<file path="src/rtl/tga_truecolor_rle_decoder_macros.svh">
`ifndef TGA_TRUECOLOR_RLE_DECODER_MACROS_SVH
`define TGA_TRUECOLOR_RLE_DECODER_MACROS_SVH

// Both checks sample on clk and are off while arst_n is low; the module
// that uses them must have ports of those names.

// Same-cycle implication.
`define TGA_RLE_ASSERT_IMP(label, ante, cons) \
	label: assert property (@(posedge clk) disable iff (!arst_n) (ante) |-> (cons)) \
		else $error("tga_rle: same-cycle check failed");

// Next-cycle implication.
`define TGA_RLE_ASSERT_NXT(label, ante, cons) \
	label: assert property (@(posedge clk) disable iff (!arst_n) (ante) |=> (cons)) \
		else $error("tga_rle: next-cycle check failed");

`endif

</file>
<file path="src/rtl/tga_rle_pkg.sv">
package tga_rle_pkg;

	// decode phases
	localparam logic [2:0] PH_HEAD   = 3'd0;
	localparam logic [2:0] PH_REPEAT = 3'd1;
	localparam logic [2:0] PH_RAW    = 3'd2;
	localparam logic [2:0] PH_PLAIN  = 3'd3;
	localparam logic [2:0] PH_DRAIN  = 3'd4;

	// result status codes
	localparam logic [2:0] ST_PIXEL       = 3'd0;
	localparam logic [2:0] ST_NO_HEADER   = 3'd1;
	localparam logic [2:0] ST_SHORT_REP   = 3'd2;
	localparam logic [2:0] ST_SHORT_RAW   = 3'd3;
	localparam logic [2:0] ST_OVERFLOW    = 3'd4;
	localparam logic [2:0] ST_SHORT_PLAIN = 3'd5;

	// configuration register indexes
	localparam logic [1:0] REG_RUN_LENGTH_MODE = 2'd0;
	localparam logic [1:0] REG_PIXEL_HAS_ALPHA = 2'd1;
	localparam logic [1:0] REG_PIXEL_TOTAL     = 2'd2;

	localparam int CFG_DATA_W = 32;
	localparam int CFG_INDEX_W = 2;

	typedef struct packed {
		logic [7:0] data_byte;
		logic       end_of_data;
	} in_item_t;

	typedef struct packed {
		logic [31:0] pixel_rgba;
		logic [7:0]  copies;
		logic [2:0]  status;
		logic        image_done;
	} out_item_t;

	typedef struct packed {
		logic        run_length_mode;
		logic        pixel_has_alpha;
		logic [31:0] pixel_total;
	} cfg_t;

	typedef struct packed {
		logic [2:0]  phase;
		logic [31:0] pixels_left;
		logic [7:0]  packet_left;
		logic        overflow_pending;
		logic [1:0]  byte_in_pixel;
		logic [23:0] pixel_bytes;
	} state_t;

endpackage

</file>
<file path="src/rtl/tga_rle_step.sv">
module tga_rle_step (
	input  tga_rle_pkg::cfg_t      cfg,
	input  tga_rle_pkg::state_t    cur,
	input  tga_rle_pkg::in_item_t  item,
	output tga_rle_pkg::state_t    nxt,
	output logic                   res_valid,
	output tga_rle_pkg::out_item_t res
);

	tga_rle_pkg::state_t eff;
	logic [7:0]  b;
	logic        last;
	logic [7:0]  count;
	logic        complete;
	logic [7:0]  dec_amt;
	logic [31:0] pl_dec;
	logic [7:0]  pk_dec;
	logic [7:0]  red;
	logic [7:0]  alpha;
	logic [31:0] rgba;
	logic        do_fail;
	logic        do_put;
	logic        put_done;
	logic        ends;
	logic [2:0]  code;
	logic [7:0]  put_copies;

	assign b = item.data_byte;
	assign last = item.end_of_data;

	always_comb begin
		// working state after the image-start check
		eff = cur;
		if (cur.phase > tga_rle_pkg::PH_DRAIN) begin
			eff.phase = tga_rle_pkg::PH_HEAD;
		end
		if (cur.phase != tga_rle_pkg::PH_DRAIN && cur.pixels_left == 32'd0) begin
			eff.pixels_left = (cfg.pixel_total != 32'd0) ? cfg.pixel_total : 32'd1;
			eff.phase = cfg.run_length_mode ? tga_rle_pkg::PH_HEAD : tga_rle_pkg::PH_PLAIN;
			eff.packet_left = 8'd0;
			eff.overflow_pending = 1'b0;
			eff.byte_in_pixel = 2'd0;
		end
	end

	assign count = {1'b0, b[6:0]} + 8'd1;
	assign complete = (eff.byte_in_pixel == 2'd3) ||
		(eff.byte_in_pixel == 2'd2 && !cfg.pixel_has_alpha);
	assign dec_amt = (eff.phase == tga_rle_pkg::PH_REPEAT) ? eff.packet_left : 8'd1;
	assign pl_dec = eff.pixels_left - {24'd0, dec_amt};
	assign pk_dec = eff.packet_left - 8'd1;
	assign red = (eff.byte_in_pixel == 2'd3) ? eff.pixel_bytes[23:16] : b;
	assign alpha = (eff.byte_in_pixel == 2'd3 && cfg.pixel_has_alpha) ? b : 8'hFF;
	assign rgba = {alpha, eff.pixel_bytes[7:0], eff.pixel_bytes[15:8], red};

	always_comb begin
		nxt = eff;
		do_fail = 1'b0;
		do_put = 1'b0;
		put_done = 1'b0;
		ends = 1'b0;
		code = tga_rle_pkg::ST_PIXEL;
		put_copies = 8'd1;

		if (cur.phase == tga_rle_pkg::PH_DRAIN) begin
			nxt = cur;
			ends = last;
		end else if (eff.phase == tga_rle_pkg::PH_HEAD) begin
			nxt.packet_left = count;
			nxt.overflow_pending = {24'd0, count} > eff.pixels_left;
			nxt.byte_in_pixel = 2'd0;
			nxt.phase = b[7] ? tga_rle_pkg::PH_REPEAT : tga_rle_pkg::PH_RAW;
			if (last) begin
				do_fail = 1'b1;
				code = b[7] ? tga_rle_pkg::ST_SHORT_REP : tga_rle_pkg::ST_SHORT_RAW;
			end
		end else if (!complete) begin
			case (eff.byte_in_pixel)
				2'd0: nxt.pixel_bytes = {16'd0, b};
				2'd1: nxt.pixel_bytes = eff.pixel_bytes | {8'd0, b, 8'd0};
				2'd2: nxt.pixel_bytes = eff.pixel_bytes | {b, 16'd0};
				default: nxt.pixel_bytes = eff.pixel_bytes;
			endcase
			nxt.byte_in_pixel = eff.byte_in_pixel + 2'd1;
			if (last) begin
				do_fail = 1'b1;
				if (eff.phase == tga_rle_pkg::PH_REPEAT) begin
					code = tga_rle_pkg::ST_SHORT_REP;
				end else if (eff.phase == tga_rle_pkg::PH_RAW) begin
					code = tga_rle_pkg::ST_SHORT_RAW;
				end else begin
					code = tga_rle_pkg::ST_SHORT_PLAIN;
				end
			end
		end else begin
			nxt.byte_in_pixel = 2'd0;
			if (eff.phase == tga_rle_pkg::PH_PLAIN) begin
				nxt.pixels_left = pl_dec;
				if (pl_dec == 32'd0) begin
					ends = 1'b1;
					do_put = 1'b1;
					put_done = 1'b1;
				end else if (last) begin
					do_fail = 1'b1;
					code = tga_rle_pkg::ST_SHORT_PLAIN;
				end else begin
					do_put = 1'b1;
				end
			end else if (eff.phase == tga_rle_pkg::PH_RAW && pk_dec != 8'd0) begin
				// pixel inside a raw packet
				nxt.packet_left = pk_dec;
				if (last) begin
					do_fail = 1'b1;
					code = tga_rle_pkg::ST_SHORT_RAW;
				end else if (!eff.overflow_pending) begin
					nxt.pixels_left = pl_dec;
					do_put = 1'b1;
				end
			end else if (eff.overflow_pending) begin
				do_fail = 1'b1;
				code = tga_rle_pkg::ST_OVERFLOW;
			end else begin
				// packet ends: repeat pixel or last raw pixel
				nxt.packet_left = 8'd0;
				nxt.pixels_left = pl_dec;
				put_copies = dec_amt;
				if (pl_dec == 32'd0) begin
					ends = 1'b1;
					do_put = 1'b1;
					put_done = 1'b1;
				end else if (last) begin
					do_fail = 1'b1;
					code = tga_rle_pkg::ST_NO_HEADER;
				end else begin
					nxt.phase = tga_rle_pkg::PH_HEAD;
					do_put = 1'b1;
				end
			end
		end

		if (ends || do_fail) begin
			nxt.pixels_left = 32'd0;
			nxt.packet_left = 8'd0;
			nxt.overflow_pending = 1'b0;
			nxt.byte_in_pixel = 2'd0;
			nxt.phase = last ? tga_rle_pkg::PH_HEAD : tga_rle_pkg::PH_DRAIN;
		end

		res_valid = do_fail || do_put;
		res = '0;
		if (do_fail) begin
			res.status = code;
			res.image_done = 1'b1;
		end else if (do_put) begin
			res.pixel_rgba = rgba;
			res.copies = put_copies;
			res.status = tga_rle_pkg::ST_PIXEL;
			res.image_done = put_done;
		end
	end

endmodule

</file>
<file path="src/rtl/tga_rle_outreg.sv">
module tga_rle_outreg (
	input  logic                   clk,
	input  logic                   arst_n,
	input  logic                   load,
	input  logic                   load_valid,
	input  tga_rle_pkg::out_item_t load_item,
	output logic                   free,
	output logic                   pix_valid,
	input  logic                   pix_ready,
	output tga_rle_pkg::out_item_t pix_item
);

	logic                   valid_q;
	tga_rle_pkg::out_item_t item_q;

	// the slot frees up in the same cycle its result is taken
	assign free = !valid_q || pix_ready;
	assign pix_valid = valid_q;
	assign pix_item = item_q;

	always_ff @(posedge clk or negedge arst_n) begin
		if (!arst_n) begin
			valid_q <= 1'b0;
		end else if (load) begin
			valid_q <= load_valid;
		end else if (pix_ready) begin
			valid_q <= 1'b0;
		end
	end

	always_ff @(posedge clk) begin
		if (load && load_valid) begin
			item_q <= load_item;
		end
	end

endmodule

</file>
<file path="src/rtl/tga_truecolor_rle_decoder.sv">
// Truecolor TGA pixel-data decoder.
// byte channel (byte_valid/byte_ready/byte_item): one pixel-data byte per
//   transfer, with end_of_data on the last byte of the file.
// pix channel (pix_valid/pix_ready/pix_item): one RGBA pixel with a copy
//   count, or an error status, per transfer; image_done marks the end.
// cfg port: cfg_we writes cfg_wdata into register cfg_index (0 run-length
//   mode, 1 pixel has alpha, 2 pixel total); write only while idle.
// Throughput: one byte per cycle while no result waits on pix_ready, so one
//   pixel per 3 or 4 bytes, or a repeat packet per 4 or 5 bytes. Rate is set by
//   the combinational state update between the state and output registers.
// Latency: a result is on pix_item the cycle after the transfer of the byte
//   that produced it.
// Reset: registers return to run-length mode, BGRA pixels, pixel total 1,
//   and the decoder waits for the first byte of a new image.
// Stall: while a result waits on pix_ready low, byte_ready drops; once it is
//   taken, the next byte is accepted in the same cycle.
`include "tga_truecolor_rle_decoder_macros.svh"

module tga_truecolor_rle_decoder (
	input  logic                                      clk,
	input  logic                                      arst_n,
	input  logic                                      cfg_we,
	input  logic [tga_rle_pkg::CFG_INDEX_W-1:0]       cfg_index,
	input  logic [tga_rle_pkg::CFG_DATA_W-1:0]        cfg_wdata,
	input  logic                                      byte_valid,
	output logic                                      byte_ready,
	input  tga_rle_pkg::in_item_t                     byte_item,
	output logic                                      pix_valid,
	input  logic                                      pix_ready,
	output tga_rle_pkg::out_item_t                    pix_item
);

	tga_rle_pkg::cfg_t      cfg_q;
	tga_rle_pkg::state_t    state_q;
	tga_rle_pkg::state_t    state_nxt;
	logic                   res_valid;
	tga_rle_pkg::out_item_t res_item;
	logic                   byte_xfer;

	assign byte_xfer = byte_valid && byte_ready;

	// configuration registers
	always_ff @(posedge clk or negedge arst_n) begin
		if (!arst_n) begin
			cfg_q.run_length_mode <= 1'b1;
			cfg_q.pixel_has_alpha <= 1'b1;
			cfg_q.pixel_total <= 32'd1;
		end else if (cfg_we) begin
			unique case (cfg_index)
				tga_rle_pkg::REG_RUN_LENGTH_MODE: cfg_q.run_length_mode <= cfg_wdata[0];
				tga_rle_pkg::REG_PIXEL_HAS_ALPHA: cfg_q.pixel_has_alpha <= cfg_wdata[0];
				tga_rle_pkg::REG_PIXEL_TOTAL:     cfg_q.pixel_total <= cfg_wdata;
				default: ;  // unmapped index: drop the write
			endcase
		end
	end

	// decode state: advance on every byte transfer
	always_ff @(posedge clk or negedge arst_n) begin
		if (!arst_n) begin
			state_q <= '{phase: tga_rle_pkg::PH_HEAD, default: '0};
		end else if (byte_xfer) begin
			state_q <= state_nxt;
		end
	end

	tga_rle_step u_step (
		.cfg       (cfg_q),
		.cur       (state_q),
		.item      (byte_item),
		.nxt       (state_nxt),
		.res_valid (res_valid),
		.res       (res_item)
	);

	// result register; it also decides when the next byte can be taken
	tga_rle_outreg u_outreg (
		.clk        (clk),
		.arst_n     (arst_n),
		.load       (byte_xfer),
		.load_valid (res_valid),
		.load_item  (res_item),
		.free       (byte_ready),
		.pix_valid  (pix_valid),
		.pix_ready  (pix_ready),
		.pix_item   (pix_item)
	);

	`TGA_RLE_ASSERT_IMP(a_stall_blocks_input, pix_valid && !pix_ready, !byte_ready)
	`TGA_RLE_ASSERT_IMP(a_error_result_shape,
		pix_valid && pix_item.status != tga_rle_pkg::ST_PIXEL,
		pix_item.image_done && pix_item.pixel_rgba == 32'd0 && pix_item.copies == 8'd0)
	`TGA_RLE_ASSERT_IMP(a_drain_is_clear, state_q.phase == tga_rle_pkg::PH_DRAIN,
		state_q.pixels_left == 32'd0 && state_q.byte_in_pixel == 2'd0)
	`TGA_RLE_ASSERT_IMP(a_packet_count_in_packet, state_q.packet_left != 8'd0,
		state_q.phase == tga_rle_pkg::PH_REPEAT || state_q.phase == tga_rle_pkg::PH_RAW)
	`TGA_RLE_ASSERT_NXT(a_drain_holds,
		byte_xfer && state_q.phase == tga_rle_pkg::PH_DRAIN && !byte_item.end_of_data,
		state_q.phase == tga_rle_pkg::PH_DRAIN)

endmodule

</file>
<file path="config.mk">
export PLATFORM = sky130hd
export DESIGN_NAME = tga_truecolor_rle_decoder
export DESIGN_NICKNAME = d
export VERILOG_FILES = /design/src/rtl/tga_rle_pkg.sv /design/src/rtl/tga_rle_step.sv /design/src/rtl/tga_rle_outreg.sv /design/src/rtl/tga_truecolor_rle_decoder.sv
export VERILOG_INCLUDE_DIRS = /design/src /design/src/rtl
export SDC_FILE = /design/constraint.sdc
export NUM_CORES = 1
export LEC_CHECK = 0
export ABC_AREA = 1
export BUFFER_PORTS_ARGS = -buffer_cell sky130_fd_sc_hd__buf_2
export CORE_AREA = 4 4 174 143
export CTS_CLUSTER_SIZE = 30
export DETAILED_ROUTE_END_ITERATION = 10
export DIE_AREA = 0 0 178 147
export PLACE_DENSITY = 0.59
export RECOVER_POWER = 100
export SYNTH_ARGS = -nofsm -noshare
export SYNTH_HDL_FRONTEND = slang
export SYNTH_SLANG_ARGS = --single-unit
</file>
<file path="constraint.sdc">
create_clock -name clk -period 6.2 [get_ports clk]
set_input_delay 0.62 -clock clk [delete_from_list [all_inputs] [get_ports clk]]
set_output_delay 0.62 -clock clk [all_outputs]
set_load 0.02 [all_outputs]
</file>
==> Yosys cells after proc, flatten, opt, wreduce, memory -nomap -nowiden <==
Cells that the tools add are included.
{ "classes": {"addsub": 4, "order_cmp": 2, "mux": 83, "shifts": 0, "mul": 0, "div_mod_pow": 0, "bitwise_logic": 6, "eq_ne": 11, "n_reduce_logical": 28} }
{ "op_table": {"columns": ["operator", "n"], "rows": [
  ["32-bit two-way mux", 5],
  ["46-bit two-way mux", 2],
  ["43-bit two-way mux", 2],
  ["24-bit one-hot mux with 3 select lines", 1],
  ["70-bit two-way mux", 1],
  ["32-bit logical NOT", 2],
  ["3-bit two-way mux", 19],
  ["24-bit two-way mux", 2],
  ["40-bit two-way mux", 1],
  ["8-bit two-way mux", 5],
  ["1-bit two-way mux", 39],
  ["8-bit by 32-bit > comparator with 1-bit output", 1],
  ["32-bit nonzero test", 1],
  ["32-bit by 8-bit subtractor with 32-bit output", 1],
  ["24-bit by 16-bit bitwise OR with 24-bit output", 1],
  ["24-bit bitwise OR", 1],
  ["2-bit two-way mux", 5],
  ["7-bit by 1-bit adder with 8-bit output (second input constant)", 1],
  ["2-bit AND reduction", 4],
  ["8-bit nonzero test", 1],
  ["8-bit OR reduction", 1],
  ["8-bit by 1-bit subtractor with 8-bit output (second input constant)", 1],
  ["2-bit equality test (second input constant)", 3],
  ["3-bit by 2-bit equality test with 1-bit output (second input constant)", 2],
  ["other kinds (18)", 32]
]} }
{ "word_totals": {"elab_cells": 149, "latch_bits": 0, "mem_bits_rw": 0, "inputBits": 48, "register_bits": 149, "out_inout_bits": 46, "rom_bits": 0, "memories": 0} }

==> Logic depth before layout (Yosys ltp) <==
Gate-level depths: netlist (run 1).
{ "logic_depth": {"depth_word": 17, "ltp_mapped": 40} }

==> Hierarchy <==
A second synthesis (run 1) with hierarchy kept.
{ "hier_totals": {"hier_cells": 1817, "area_unflattened_um2": 11965.2} }
{ "by_module_without_submodules": {"columns": ["module", "cells_per_inst", "n_inst", "seq_area_each_um2", "area_each_um2"], "rows": [
  ["tga_rle_step", 1313, 1, 0.0, 6511.2],
  ["tga_truecolor_rle_decoder", 452, 1, 2606.2, 4081.4],
  ["tga_rle_outreg", 52, 1, 1346.3, 1372.6]
]} }

==> Least setup slack after synthesis (run 1) <==
Ideal clock, no wire load.
{ "synth_path": {"path_kind": "reg2reg", "from": "register state_q[64] in the netlist's numbering", "to": "register u_outreg.item_q (netlist bit u_outreg.pix_item[0]), enable pin", "setup_ns": 0.398, "t_arrival_ns": 5.246, "slack_ns": 0.555, "stages_incl_launch_ff": 37, "period_less_slack_ns": 5.645, "path_buffers": 1, "path_cell_list": "dfrtp_1 -> nor2_1 -> nand2_1 -> nor2_2 -> nand3_2 -> nor2_8 -> buf_6 -> a21oi_1 -> a21oi_2 -> inv_2 -> nand2_1 -> clkinv_1 -> nand2_1 -> ha_1 -> inv_1 -> fa_1 -> nand3_1 -> nand3_1 -> inv_1 -> nor2_1 -> nor2_1 -> nand3_1 -> inv_2 -> nand2_1 -> nand2_1 -> nand2_1 -> nor2_1 -> nand3_1 -> nor2_1 -> nand3_2 -> nand2_2 -> nand2_2 -> nand2_2 -> nand2_4 -> nand2_1 -> nand2_1 -> inv_1"} }
{ "synth_between": {"elab_chain_cells": 16, "word_cells_on_any_way": 35} }
{ "synth_rtl": {"columns": ["element", "line_no", "source"], "rows": [
  ["from (decl)", "tga_truecolor_rle_decoder.sv:34", "tga_rle_pkg::state_t state_q;"],
  ["from (signal assigned)", "tga_truecolor_rle_decoder.sv:63", "state_q <= state_nxt;"],
  ["32-bit logical NOT", "tga_rle_step.sv:37", "if (cur.phase != tga_rle_pkg::PH_DRAIN && cur.pixels_left == 32'd0) begin"],
  ["1-bit logical AND", "tga_rle_step.sv:37", null],
  ["46-bit two-way mux (*)", "tga_rle_step.sv:37", null],
  ["3-bit by 1-bit equality test with 1-bit output", "tga_rle_step.sv:49", "assign dec_amt = (eff.phase == tga_rle_pkg::PH_REPEAT) ? eff.packet_left : 8'd1;"],
  ["8-bit two-way mux", "tga_rle_step.sv:49", null],
  ["32-bit by 8-bit subtractor with 32-bit output", "tga_rle_step.sv:50", "assign pl_dec = eff.pixels_left - {24'd0, dec_amt};"],
  ["32-bit logical NOT", "tga_rle_step.sv:99, tga_rle_step.sv:127", null],
  ["1-bit two-way mux", "tga_rle_step.sv:99, tga_rle_step.sv:127", null],
  ["1-bit two-way mux", "tga_rle_step.sv:119", "end else if (eff.overflow_pending) begin"],
  ["1-bit two-way mux", "tga_rle_step.sv:109", "end else if (eff.phase == tga_rle_pkg::PH_RAW && pk_dec != 8'd0) begin"],
  ["1-bit two-way mux", "tga_rle_step.sv:97", "if (eff.phase == tga_rle_pkg::PH_PLAIN) begin"],
  ["1-bit two-way mux", "tga_rle_step.sv:77", "end else if (!complete) begin"],
  ["1-bit two-way mux", "tga_rle_step.sv:68", "end else if (eff.phase == tga_rle_pkg::PH_HEAD) begin"],
  ["1-bit two-way mux", "tga_rle_step.sv:65", "if (cur.phase == tga_rle_pkg::PH_DRAIN) begin"],
  ["1-bit logical OR (*)", "tga_rle_step.sv:149", "res_valid = do_fail || do_put;"],
  ["1-bit logical AND (*)", "tga_rle_outreg.sv:32", "if (load && load_valid) begin"],
  ["to (signal assigned)", "tga_rle_outreg.sv:33", "item_q <= load_item;"],
  ["to (decl)", "tga_rle_outreg.sv:14", "tga_rle_pkg::out_item_t item_q;"]
]} }
Mark *: on every way between the ends. The rest lies on a longest branch, timed or not.
A chain may end at the register's enable or synchronous reset.

==> Worst setup path after layout (run 1) <==
{ "layout_path": {"from": "register state_q[49] in the netlist's numbering", "to": "register u_outreg.item_q (netlist bit u_outreg.pix_item[7]), enable pin"} }
The elaborated chain is that of the path after synthesis.

==> impl_results.md, run 1 <==
- Reg-to-reg setup timing slack: 0.57 ns
- Maximum level of the CTS H-tree: 4
- Final antenna-violating net count: 0
- Per-cell routed wire length: 18.4 um
- Number of inserted diodes: 0
- Worst path max stage delay: 0.45 ns
- Via count of the first global-routing pass: 9300
- Required arrival time at the worst endpoint: 6.31 ns
- Violations in the final reports: max-capacitance violations, max-slew violations
- Setup repair after global routing missed its margin: no
- Via count: 9875
- Number of filler cells placed in the layout: 2408
- Final worst clock skew: 0.0148 ns
- Global-route wire length before repair: 52800 um
- Slowest stage cell, crit path: sky130_fd_sc_hd__buf_4
- First-pass DRT Iterations: 6
- Gpl congestion: 0.960
- Max transition margin: -1.40
- Syn_nets: 1501
- Async set-reset flop share out of synthesis: 0.705
- Drt initial violations: 966
- Initial cell density of the core: 0.445
- CTS root buf: sky130_fd_sc_hd__clkbuf_16
- Kind of path behind the tightest hold check: in2reg
- Routed wire length: 33500 um
- Fraction of final layout cells sized beyond drive strength 1: 0.116
- Critical R2R Capture: u_outreg.pix_item[7]
- Largest net degree at the start of global routing: 63
- Detailed Place HPWL: 24400 um
- Area of the die: 26200 sq um
- Origin of the worst setup path: state_q[49]
- Crit-path max FO: 44
- Most common cell after layout, fill and taps aside: sky130_fd_sc_hd__nand2_1
- Clock latency on the worst-skew pair: 0.44 ns
- Initial antenna violation count: 0
- Hold-fix buffer count after cts: 0
- Critical path arrival: 5.74 ns
- Startpoint of the most critical hold path: cfg_wdata[23]
- Avg Inst Size Synth: 7.19 sq um
- Worst setup path endpoint: u_outreg.pix_item[7]
- Library cell with the largest summed area after synthesis: sky130_fd_sc_hd__dfrtp_1
- Startpoint of the worst-slack reg-to-reg timing path: state_q[49]
- Die Span Y: 147 um
- Number of standard cells in the final layout excluding fillers: 1821
- Most common cell on crit path: sky130_fd_sc_hd__nand2_1
- Clock-pin slew reported for the worst setup and hold paths after clock tree synthesis: 0.07 ns
- Synth-to-layout area growth: 11.1%
- CTS tree: built
- GRT Total Usage: 0.260
- Number of vias per cell: 5.42
- Count of cell types in the netlist: 54
- Post-synthesis cell area: 10300 sq um
- Final count of pins violating max slew: 114
- Final routed DRC violation total: 0
- Maximum frequency from static timing analysis: 0.178 GHz
- Count of state elements after synthesis: 149
- Cell count after synthesis: 1428
- Setup TNS: 0 ns
- Cts bufs inserted: 17
- Maximum clock path buffer count: 2
- Top cell type's share of synthesized area: 0.249
- Warning count from the yosys run: 0
- Min Tclk post-route: 5.63 ns
- Crit share post-route: 0.909
- GRT Residual Overflow: 0
- Post-synth EDFFs: 44
- Core area: 23100 sq um
- Count of input and output buffers: 93
- Leading cell types in the layout, fill and taps excluded: 382 x sky130_fd_sc_hd__nand2_1, 152 x sky130_fd_sc_hd__inv_1, 151 x sky130_fd_sc_hd__nor2_1
- Worst Setup End Kind: flop
- Clock tree sinks: 149
- Count of final setup violators: 0
- Crit path launch type: flop
- Number of instances in the placed design: 1789
- Number of max-cap violations: 2
- Final hold viol count: 0
- Portion of the post-synthesis area used by sequential elements: 0.385
- Top-level I/O count: 94
- Transition time at the pin with the least slew margin: 3.60 ns
- Ranking of synthesized cells by area: sky130_fd_sc_hd__dfrtp_1 25%, sky130_fd_sc_hd__nand2_1 14%, sky130_fd_sc_hd__edfxtp_1 13%, sky130_fd_sc_hd__nand3_1 5.9%, sky130_fd_sc_hd__inv_1 5.6%
- Primary FF master, synth: sky130_fd_sc_hd__dfrtp_1
- Worst Reg-to-Reg Cells: 33
- Horizontal extent of the die: 178 um
- Critical path class: reg2reg
- Nets@finish: 1569
- Post-CTS setup repair buffer count: 0
- Outcome: complete, but fails checks
- Core Rows: 50
[routing by layer]
| metal | track usage | up-vias | routed length (um) |
|---|---|---|---|
| met3 | 0.0903 | 46 | 3770 |
| met4 | 0.0572 | 0 | 484 |
| met5 | 0 | - | 0 |
| met1 | 0.398 | 4540 | 15800 |
| met2 | 0.350 | 459 | 13500 |
| li1 | - | 4830 | - |
[worst min-delay path by stage]
stage                        endpoint  depth (start not counted)
after floorplan             cfg_q[10]                          0
after global placement    state_q[58]                          2
after detailed placement  state_q[24]                          2
after CTS                   cfg_q[20]                          1
after global routing         cfg_q[3]                          2
final                       cfg_q[23]                          2
[Yosys cell counts, types with 3 or more instances]
master                        n
sky130_fd_sc_hd__nand2_2     16
sky130_fd_sc_hd__dfrtp_1    102
sky130_fd_sc_hd__a22oi_1      3
sky130_fd_sc_hd__ha_1        24
sky130_fd_sc_hd__edfxtp_1    44
sky130_fd_sc_hd__o2111ai_1    3
sky130_fd_sc_hd__inv_2       15
sky130_fd_sc_hd__buf_6        9
sky130_fd_sc_hd__a21oi_1     90
sky130_fd_sc_hd__nand2_1    381
sky130_fd_sc_hd__a31oi_1      6
sky130_fd_sc_hd__inv_1      153
sky130_fd_sc_hd__o211ai_1    17
sky130_fd_sc_hd__dfstp_2      3
sky130_fd_sc_hd__a21oi_2      6
sky130_fd_sc_hd__nand2_4      3
sky130_fd_sc_hd__nor4_1       7
sky130_fd_sc_hd__nor2_1     133
sky130_fd_sc_hd__nand3_2      4
sky130_fd_sc_hd__mux2_2      14
sky130_fd_sc_hd__nand4_1     17
sky130_fd_sc_hd__clkbuf_1    38
sky130_fd_sc_hd__nor3_1       7
sky130_fd_sc_hd__nand3_1    122
sky130_fd_sc_hd__o21bai_1    12
sky130_fd_sc_hd__clkinv_1     3
sky130_fd_sc_hd__xor2_1      14
sky130_fd_sc_hd__o21ai_0     82
sky130_fd_sc_hd__o21ai_1     17
sky130_fd_sc_hd__nor2_2      38
sky130_fd_sc_hd__nor2_4       4
sky130_fd_sc_hd__o22ai_1      5
sky130_fd_sc_hd__buf_2        7
[cells by family (layout without fill, tap and decap cells)]
| group | after synthesis | after routing | synth area share |
|---|---|---|---|
| buffers and inverters | 228 | 309 | 0.0912 |
| muxes | 14 | 14 | 0.0154 |
| DFF | 149 | 149 | 0.385 |
| xor gates and xnor gates | 15 | 15 | 0.0128 |
| and+or+nand+nor | 743 | 743 | 0.323 |
| AOI/OAI and AO/OA | 254 | 254 | 0.141 |
| adders and majority gates | 25 | 25 | 0.0312 |
[cell type report]
class | instances | area [sq um] | area share
Multi-Input combinational cell | 1051 | 5300 | 0.465
Sequential cell | 149 | 3950 | 0.347
Inverter | 171 | 646 | 0.0566
Timing Repair Buffer | 106 | 508 | 0.0445
Clock buffer | 17 | 425 | 0.0373
Tap cell | 312 | 390 | 0.0342
Clock inverter | 15 | 180 | 0.0158
[state kept, by name, indices dropped and copies added, names as in the netlist]
signal              count
u_outreg.pix_valid      1
u_outreg.pix_item      44
cfg_q                  34
state_q                70
[critical path, delay by kind of cell (launching register included)]
family | cells | cell delay, ns
compound gates | 3 | 0.58
fa+ha+maj | 1 | 0.29
buf+inv | 5 | 1.01
flops | 1 | 0.39
simple gates | 24 | 3.03
[through the flow]
step,util,instance area (sq um),hold slack [ns],setup slack [ns]
3_5_place_dp,0.475,11000,0.469,0.379
6_report,0.494,11400,0.413,0.566
4_1_cts,0.501,11600,0.314,0.348
2_1_floorplan,-,10300,0.324,0.555
5_1_grt,0.494,11400,0.406,0.0186
3_3_place_gp,0.475,11000,0.464,0.526
[repair_timing]
item | 4_1_cts | 5_1_grt
hold endpoints to repair | 0 | 0
resized for setup | 0 | 4
endpoints found under the setup margin | 0 | 111
Power of run 1 is not shown: default switching activity piles up to over one toggle a cycle in this logic, so the estimate is an artifact.
==> run 2, diff against run 1 <==
Settings changed: CORE_AREA 4 4 174 143 to 2 2 172 141, CTS_BUF_LIST set to sky130_fd_sc_hd__clkbuf_8, DIE_AREA 0 0 178 147 to 0 0 174 143.
==> impl_results.md, run 2 (synthesized netlist as in run 1, its figures left out) <==
- Outcome: complete, but fails checks
- Violations in the final reports: max-capacitance violations, max-slew violations
- Global-route wire length before repair: 52600 um
- Largest net degree at the start of global routing: 57
- Crit share post-route: 0.916
- Max FFs per register: 70
- Final hold viol count: 0
- Most common cell after layout, fill and taps aside: sky130_fd_sc_hd__nand2_1
- Worst path max stage delay: 0.78 ns
- Most common cell on crit path: sky130_fd_sc_hd__nor2_1
- Number of vias per cell: 5.45
- Number of inserted diodes: 0
- Clock tree sinks: 149
- Count of final setup violators: 0
- GRT Residual Overflow: 0
- Area of the multi-input gates: 5290 sq um
- Final worst clock skew: 0.0229 ns
- Critical-path cell list: nor2_1 -> nand2_1 -> nor2_2 -> nand2_1 -> nor2_1 -> nand2_4 -> buf_4 -> nand2_1 -> inv_1 -> ha_1 -> nor2_1 -> inv_1 -> nor2_1 -> clkinv_1 -> nor3_1 -> clkbuf_1 -> o21a_1 -> o21ai_0
- Leading cell types in the layout, fill and taps excluded: 382 x sky130_fd_sc_hd__nand2_1, 154 x sky130_fd_sc_hd__inv_1, 151 x sky130_fd_sc_hd__nor2_1
- Gpl congestion: 1.01
- Critical path class: reg2reg
- Detailed Place HPWL: 25000 um
- Transition time at the pin with the least slew margin: 2.76 ns
- Initial antenna violation count: 0
- Maximum clock path buffer count: 2
- Reg-to-reg setup timing slack: 0.52 ns
- Number of filler cells placed in the layout: 2499
- Logic depth of the worst path, buffers included: 18
- Count of input and output buffers: 93
- CTS tree: built
- Core area: 23000 sq um
- Register cell area after layout: 3950 sq um
- Final antenna-violating net count: 0
- Core Rows: 50
- Critical path arrival: 5.99 ns
- Kind of path behind the tightest hold check: in2reg
- Clock-pin slew reported for the worst setup and hold paths after clock tree synthesis: 0.10 ns
- Drt initial violations: 1155
- Maximum frequency from static timing analysis: 0.176 GHz
- Horizontal extent of the die: 174 um
- Setup TNS: 0 ns
- Required arrival time at the worst endpoint: 6.51 ns
- Top-level I/O count: 94
- Die Span Y: 143 um
- Fraction of final layout cells sized beyond drive strength 1: 0.119
- Number of max-cap violations: 3
- Max transition margin: -0.837
- Crit-path max FO: 25
- Startpoint of the most critical hold path: cfg_wdata[22]
- Number of buffers and inverters on the critical path: 5
- Synth-to-layout area growth: 9.09%
- Slowest stage cell, crit path: sky130_fd_sc_hd__clkbuf_1
- Worst Reg-to-Reg Cells: 18
- First-pass DRT Iterations: 6
- Routed wire length: 34300 um
- GRT Total Usage: 0.277
- Worst Setup End Kind: flop
- Clock latency on the worst-skew pair: 0.47 ns
- Cts bufs inserted: 17
- Critical R2R Capture: state_q[0]
- Via count: 9966
- Worst setup path endpoint: state_q[0]
- Fin Hold WS: 0.382 ns
- Maximum level of the CTS H-tree: 4
- Area of the die: 24900 sq um
- Family of cells with the greatest summed delay on the critical path: simple AND/OR/NAND/NOR gates
- Final routed DRC violation total: 0
- Biggest register: state_q
- Initial cell density of the core: 0.446
- CTS root buf: sky130_fd_sc_hd__clkbuf_8
- Final count of pins violating max slew: 159
- Nets@finish: 1576
- Min Tclk post-route: 5.68 ns
- Setup repair after global routing missed its margin: no
- Crit path launch type: flop
- Via count of the first global-routing pass: 9059
- Per-cell routed wire length: 18.8 um
- Startpoint of the worst-slack reg-to-reg timing path: state_q[49]
- Origin of the worst setup path: state_q[49]
-- run 2: cell count changes in the layout (fill, tap and decap cells not counted), sizes merged --
cell / delta
inv: +3
clkbuf: +2
clkinv: -6
clkinvlp: +3
buf: +5
-- run 2: worst reg2reg max path, cell delays in order, from the launching register on --
cell	delay, ns
sky130_fd_sc_hd__dfrtp_1	0.41
sky130_fd_sc_hd__nor2_1	0.10
sky130_fd_sc_hd__nand2_1	0.08
sky130_fd_sc_hd__nor2_2	0.23
sky130_fd_sc_hd__nand2_1	0.09
sky130_fd_sc_hd__nor2_1	0.36
sky130_fd_sc_hd__nand2_4	0.21
sky130_fd_sc_hd__buf_4	0.27
sky130_fd_sc_hd__nand2_1	0.12
sky130_fd_sc_hd__inv_1	0.09
sky130_fd_sc_hd__ha_1	0.40
sky130_fd_sc_hd__nor2_1	0.50
sky130_fd_sc_hd__inv_1	0.28
sky130_fd_sc_hd__nor2_1	0.32
sky130_fd_sc_hd__clkinv_1	0.16
sky130_fd_sc_hd__nor3_1	0.17
sky130_fd_sc_hd__clkbuf_1	0.78
sky130_fd_sc_hd__o21a_1	0.76
sky130_fd_sc_hd__o21ai_0	0.20
-- run 2: final cells by class --
type	instances	share of cell area
tap	312	0.0349
multi-input combinational	1051	0.473
sequential	149	0.353
clock buffer	17	0.0209
clock inverter	15	0.0112
inverter	171	0.0574
timing repair buffer	113	0.0501
-- run 2: timing repair --
item | in CTS | in global routing
hold endpoints to repair | 0 | 0
endpoints found under the setup margin | 0 | 44
resized for setup | 0 | 1
hold buffers | 0 | 0
buffers inserted | 0 | 2
-- run 2: how the worst min path moves through the flow --
| stage | to | cells past startpoint |
|---|---|---|
| 6_report | cfg_q[22] | 2 |
| 5_1_grt | cfg_q[22] | 2 |
| 4_1_cts | cfg_q[21] | 1 |
| 3_5_place_dp | state_q[54] | 2 |
| 3_3_place_gp | state_q[24] | 2 |
| 2_1_floorplan | cfg_q[10] | 0 |
-- run 2: routing by layer --
layer  vias up  GRT usage  wire (um)
li1       4839          -          -
met1      4626      0.435      16800
met5         -          0          0
met4         0     0.0686        525
met2       470      0.367      13200
met3        31     0.0756       3720
-- run 2: per-stage QoR --
stage               instance area, sq um  cells  setup WS [ns]  utilization
global placement                   11000   1794          0.481        0.478
floorplan                          10300   1428          0.555            -
finish                             11200   1828          0.521        0.486
detailed placement                 11000   1794          0.283        0.478
CTS                                11400   1826          0.255        0.493
global route                       11200   1828         0.0109        0.486
Power of run 2 is left out for the same reason.
